`config.mk`:
```
export PLATFORM = sky130hd
export DESIGN_NAME = gia_queue
export DESIGN_NICKNAME = d
export VERILOG_FILES = /design/src/design/gia_pkg.sv /design/src/design/gia_queue.sv
export SDC_FILE = /design/constraint.sdc
export NUM_CORES = 1
export LEC_CHECK = 0
export ABC_AREA = 1
export BUFFER_PORTS_ARGS = -buffer_cell sky130_fd_sc_hd__buf_2
export CELL_PAD_IN_SITES_DETAIL_PLACEMENT = 1
export CELL_PAD_IN_SITES_GLOBAL_PLACEMENT = 1
export CORE_MARGIN = 2
export CORE_UTILIZATION = 38
export CTS_BUF_LIST = sky130_fd_sc_hd__clkbuf_2 sky130_fd_sc_hd__clkbuf_4 sky130_fd_sc_hd__clkbuf_8
export DETAILED_ROUTE_END_ITERATION = 10
export HOLD_SLACK_MARGIN = 0.15
export PLACE_DENSITY = 0.76
export SYNTH_ARGS = -nofsm -noshare
export SYNTH_HDL_FRONTEND = slang
export SYNTH_SLANG_ARGS = --single-unit
export TNS_END_PERCENT = 20
```
`constraint.sdc`:
```
create_clock -name clk_i -period 3.95 [get_ports clk_i]
set_input_delay 0.9875 -clock clk_i [delete_from_list [all_inputs] [get_ports clk_i]]
set_output_delay 0.9875 -clock clk_i [all_outputs]
set_load 0.03 [all_outputs]
```
`src/design/gia_pkg.sv`:
```
// Package for the generational handle allocator: sizes, command codes,
// internal operation codes and the queue item and status types.
// Used by every module of the design; depends on nothing.
package gia_pkg;

  localparam int MAX_SLOTS = 1024;
  localparam int IDX_W     = $clog2(MAX_SLOTS);
  localparam int CNT_W     = IDX_W + 1;
  localparam int VER_W     = 12;
  localparam int CMD_W     = 2;

  localparam logic [CMD_W-1:0] CMD_CREATE  = 2'd0;
  localparam logic [CMD_W-1:0] CMD_DESTROY = 2'd1;
  localparam logic [CMD_W-1:0] CMD_CHECK   = 2'd2;

  typedef enum logic [1:0] {
    OP_CREATE,
    OP_DESTROY,
    OP_CHECK,
    OP_NONE
  } op_e;

  typedef struct packed {
    op_e              op;
    logic [IDX_W-1:0] idx;
    logic [VER_W-1:0] ver;
  } item_t;

  typedef struct packed {
    logic empty;
    logic full;
  } q_stat_t;

endpackage

```
`src/design/gia_queue.sv`:
```
// Two-entry item queue between the front end and the back end.
// Depends on gia_pkg.
module gia_queue import gia_pkg::*; (
  input  logic    clk_i,
  input  logic    rst_ni,
  input  logic    push_i,
  input  item_t   item_i,
  input  logic    pop_i,
  output item_t   item_o,
  output q_stat_t stat_o
);

  item_t      entry_q [2];
  logic       wr_ptr_q, wr_ptr_d;
  logic       rd_ptr_q, rd_ptr_d;
  logic [1:0] count_q, count_d;

  always_comb begin
    wr_ptr_d = wr_ptr_q;
    rd_ptr_d = rd_ptr_q;
    count_d  = count_q;
    if (push_i) begin
      wr_ptr_d = !wr_ptr_q;
    end
    if (pop_i) begin
      rd_ptr_d = !rd_ptr_q;
    end
    if (push_i && !pop_i) begin
      count_d = count_q + 2'd1;
    end else if (pop_i && !push_i) begin
      count_d = count_q - 2'd1;
    end
  end

  always_ff @(posedge clk_i or negedge rst_ni) begin
    if (!rst_ni) begin
      wr_ptr_q <= 1'b0;
      rd_ptr_q <= 1'b0;
      count_q  <= 2'd0;
    end else begin
      wr_ptr_q <= wr_ptr_d;
      rd_ptr_q <= rd_ptr_d;
      count_q  <= count_d;
    end
  end

  always_ff @(posedge clk_i) begin
    if (push_i) begin
      entry_q[wr_ptr_q] <= item_i;
    end
  end

  assign item_o       = entry_q[rd_ptr_q];
  assign stat_o.empty = (count_q == 2'd0);
  assign stat_o.full  = (count_q == 2'd2);

endmodule

```
Word level (Yosys, flattened, before mapping)
Memory sizes are Yosys's and may differ from the RTL's.
Index checks and enable logic that the tools add are counted.
{ "word_totals": {"ram_bits": 48, "out_inout_bits": 26, "mem_bits_ro": 0, "in_bits": 28, "elab_cells": 19, "mem_count": 1, "reg_bits": 4, "latchBits": 0} }
{ "op_classes": {"n_reduce_logical": 8, "shift": 0, "addsub": 2, "mux": 4, "n_mul": 0, "n_eq_ne": 1, "magnitude_cmp": 0, "bitwise_logic": 0, "n_div": 0} }
{ "memory_table": {"columns": ["name", "words", "width", "read_ports", "rd_clocked_by_memory_dff", "write_ports", "line_no", "text"], "rows": [
  ["entry_q", 2, 24, 1, 0, 1, "gia_queue.sv:13", "item_t entry_q [2];"]
]} }
{ "ops": {"columns": ["op", "n"], "rows": [
  ["$logic_not 1->1", 4],
  ["$mux 2", 2],
  ["$add 2x1->2 const B", 1],
  ["$eq 2x2->1 const B", 1],
  ["$logic_and 1x1->1", 2],
  ["$logic_not 2->1", 1],
  ["$mux 1", 2],
  ["$reduce_bool 2->1", 1],
  ["$sub 2x1->2 const B", 1]
]} }

Depth between registers and ports, before layout
{ "depth": {"depth_word": 4, "mapped_depth": 7, "depth_no_buf": 7} }

Worst setup path after synthesis
Ideal clock, no wire load.
{ "synth_timing": {"path_kind": "input-to-reg", "startpoint": "input push_i", "endpoint": "memory entry_q[0][0] in the netlist's numbering, enable pin", "required_time_ns": 3.545, "arrival_time_ns": 2.043, "stages": 2, "slack_ns": 1.502, "path_buffers": 0, "path_cell_list": "inv_1 nor2_1"} }
{ "synth_via": {"elab_chain_len": 2} }
{ "synth_lines": {"columns": ["element", "line_no", "text"], "rows": [
  ["start: declaration", "gia_queue.sv:6", "input logic push_i,"],
  ["$mux 1", "gia_queue.sv:48", "if (push_i) begin"],
  ["$mux 1 (implied by the code)", "gia_queue.sv:49", "entry_q[wr_ptr_q] <= item_i;"],
  ["end: declaration", "gia_queue.sv:13", null]
]} }
No other way between the ends.

==> summary.md <==
| Metric | Value |
|---|---|
| Result of the run | `complete, no violations` |
| Synth warn | `0` |
| Sequential cell fraction of total power | `42.4%` |
| Clock sink count | `52` |
| Category of the worst setup path launch point | `register` |
| Hold Crit Class | `in2async` |
| Switch share | `35.2%` |
| Global-route wire length before repair | `5910 µm` |
| Area growth from synthesis to final layout | `21.1%` |
| Average size of a mapped cell | `20.4 µm²` |
| Number of global-route vias before repair | `1148` |
| Transition at the pin with the smallest max-transition slack | `966 ps` |
| Root cell of the clock tree | `clkbuf_8` |
| Post-route total power | `1.86 mW` |
| Remaining routing DRC violations | `0` |
| Data arrival at the endpoint of the critical path | `1720 ps` |
| H-tree levels | `2` |
| Post-Layout Cell Count | `230` |
| WP buf/inv | `2` |
| Psw | `654 µW` |
| Final Hold Viols | `0` |
| Ports | `54` |
| Number of cells produced by synthesis | `100` |
| # nets final | `188` |
| Leakage | `1.03 nW` |
| Die boundary height | `77.3 µm` |
| Design area | `0.00247 mm²` |
| FP Rows | `26` |
| Clk network pwr share | `19.1%` |
| Count of nets left with antenna violations after detail routing | `0` |
| # hold bufs at CTS | `0` |
| Core Region | `0.00514 mm²` |
| Pin count of the biggest net entering global routing | `25` |
| Crit. End Element | `primary output` |
| Setup fix buffers added after clock tree synthesis | `0` |
| Unrepaired setup endpoints after global routing | `no` |
| Crit path cell chain | `buf_4 > mux2_4 > buf_2` |
| Wire length per cell after detailed routing | `16.0 µm` |
| Syn Std Cell Area | `0.00204 mm²` |
| Number of placed instances with taps included | `222` |
| Total number of vias | `1042` |
| Instance area after placement | `0.00236 mm²` |
| Setup Viol. Count Final | `0` |
| Combinational share of power | `38.5%` |
| Clock transition time at the flip-flop clock pins of the worst setup and hold paths | `80 ps` |
| IO buf count | `53` |
| Max Buffers Root-to-Sink | `2` |
| Top Family by Delay on Critical Path | `buffers and inverters` |
| Placer Congestion | `0.634` |
| Clock latency at the later pin of the worst-skew pair | `300 ps` |
| Number of register bits inferred by synthesis | `52` |
| Fin crit share | `68.6%` |
| Most frequent cells in the layout | `53 x buf_2, 48 x edfxtp_1, 19 x mux2_4` |
| Min cycle time layout | `2710 ps` |
| Areal power density over the cells | `753 mW/mm²` |
| HPWL after detailed placement | `2670 µm` |
| Number of optimization iterations in the first detailed-route pass | `4` |
| Required arrival time at the worst endpoint | `2960 ps` |
| Number of library cell types mapped by synthesis | `14` |
| Total inserted antenna cells | `0` |
| Fraction of final layout cells sized beyond drive strength 1 | `55.0%` |
| Clock tree from TritonCTS | `built` |
| Tightest slew margin relative to the limit | `35.6%` |
| Internal Power | `1.21 mW` |
| DR vias/cell | `4.53` |
| Achievable clock frequency | `369 MHz` |
| Initial Utilization | `39.7%` |
| Initial antenna violation count | `0` |
| Global route overflow | `0` |
| Total negative slack for setup checks | `0 ps` |
| Post-synthesis net count | `129` |
| Total CTS buffers | `5` |
| Worst IR drop on VDD | `367 µV` |
| Sequential area share after synthesis | `75.5%` |
| Commonest non-fill, non-tap cell in the layout | `buf_2` |
| Setup clock skew after layout | `6.22 ps` |
| Die area | `0.00597 mm²` |
| Number of design-rule violations left by the first detailed-router iteration | `90` |
| Type of the worst setup path | `reg2out` |
| Post-CTS resize count | `0` |
| Tot GR Track Use | `13.2%` |
| Maximum fanout along the worst path | `20` |
| Total wirelength of the detailed-routed design | `3680 µm` |
| Cell with the largest stage delay on the worst path | `dfrtp_1` |
| Worst path max stage delay | `490 ps` |
| Die extent in x | `77.3 µm` |
| Pins Over Slew Limit | `0` |
| Number of violations of the max-capacitance limit | `0` |
## flip-flops by register name, indices dropped and copies added (netlist names)
register	flops
wr_ptr_q	1
rd_ptr_q	1
entry_q	48
count_q	2
## metrics by stage
stage	utilization (%)	hold WS, ps	setup WS (ps)
floorplan	-	463	1500
detailed placement	45.9	519	1540
global route	48.1	468	1160
CTS	48.1	471	1190
finish	48.1	484	1240
global placement	45.9	477	1610
## cells by family (layout without fill, tap and decap cells)
family | count (synthesis) | in the layout | share of synthesized area, %
xor gates and xnor gates | 3 | 3 | 1.29
buffers and inverters | 10 | 70 | 3.80
muxes | 24 | 24 | 16.7
DFF | 52 | 52 | 75.5
adders and majority gates | 1 | 1 | 0.613
and+or+nand+nor | 10 | 10 | 2.02
## power groups by stage
stage | combinational (mW) | sequential (mW) | clock (mW)
finish | 0.716 | 0.789 | 0.356
global route | 0.760 | 0.802 | 0.392
CTS | 0.733 | 0.792 | 0.370
detailed placement | 0.730 | 0.804 | 0
global placement | 0.710 | 0.790 | 0
floorplan | 0.610 | 0.778 | 0
## synthesized netlist by cell type (all sizes together)
library cell	count	area, µm²
nand4	1	6.26
mux2	24	342
edfxtp	48	1440
ha	1	12.5
xnor2	1	8.76
inv	7	26.3
xor2	2	17.5
nand2	5	18.8
buf	3	51.3
nand3	1	5.00
dfrtp	4	100
nor2	3	11.3
## area by class of cell
type                            instances  area [µm²]
Fill cell                             536        2670
Sequential cell                        52        1540
Multi-Input combinational cell         38         424
Timing Repair Buffer                   55         280
Tap cell                               70        87.6
Clock buffer                            6        76.3
Clock inverter                          2        35.0
Inverter                                7        26.3
## layer usage
layer	wire (µm)	up-vias	track usage [%]
li1	-	484	-
met3	252	5	5.18
met1	1460	513	15.3
met4	29	0	3.21
met5	0	-	0
met2	1930	40	22.9
## final timing paths
check | cells past startpoint | slack (ps) | to | from
min | 1 | 480 | count_q[1] | rst_ni
min reg2reg | 1 | 530 | wr_ptr_q | wr_ptr_q
max | 3 | 1240 | item_o[10] | rd_ptr_q
min in group clk_i | 1 | 530 | wr_ptr_q | wr_ptr_q
max reg2reg | 2 | 2410 | entry_q[1][12] | wr_ptr_q
max in group asynchronous | 1 | 3350 | rd_ptr_q | rst_ni
No activity file was read; power rests on OpenSTA's default activity.
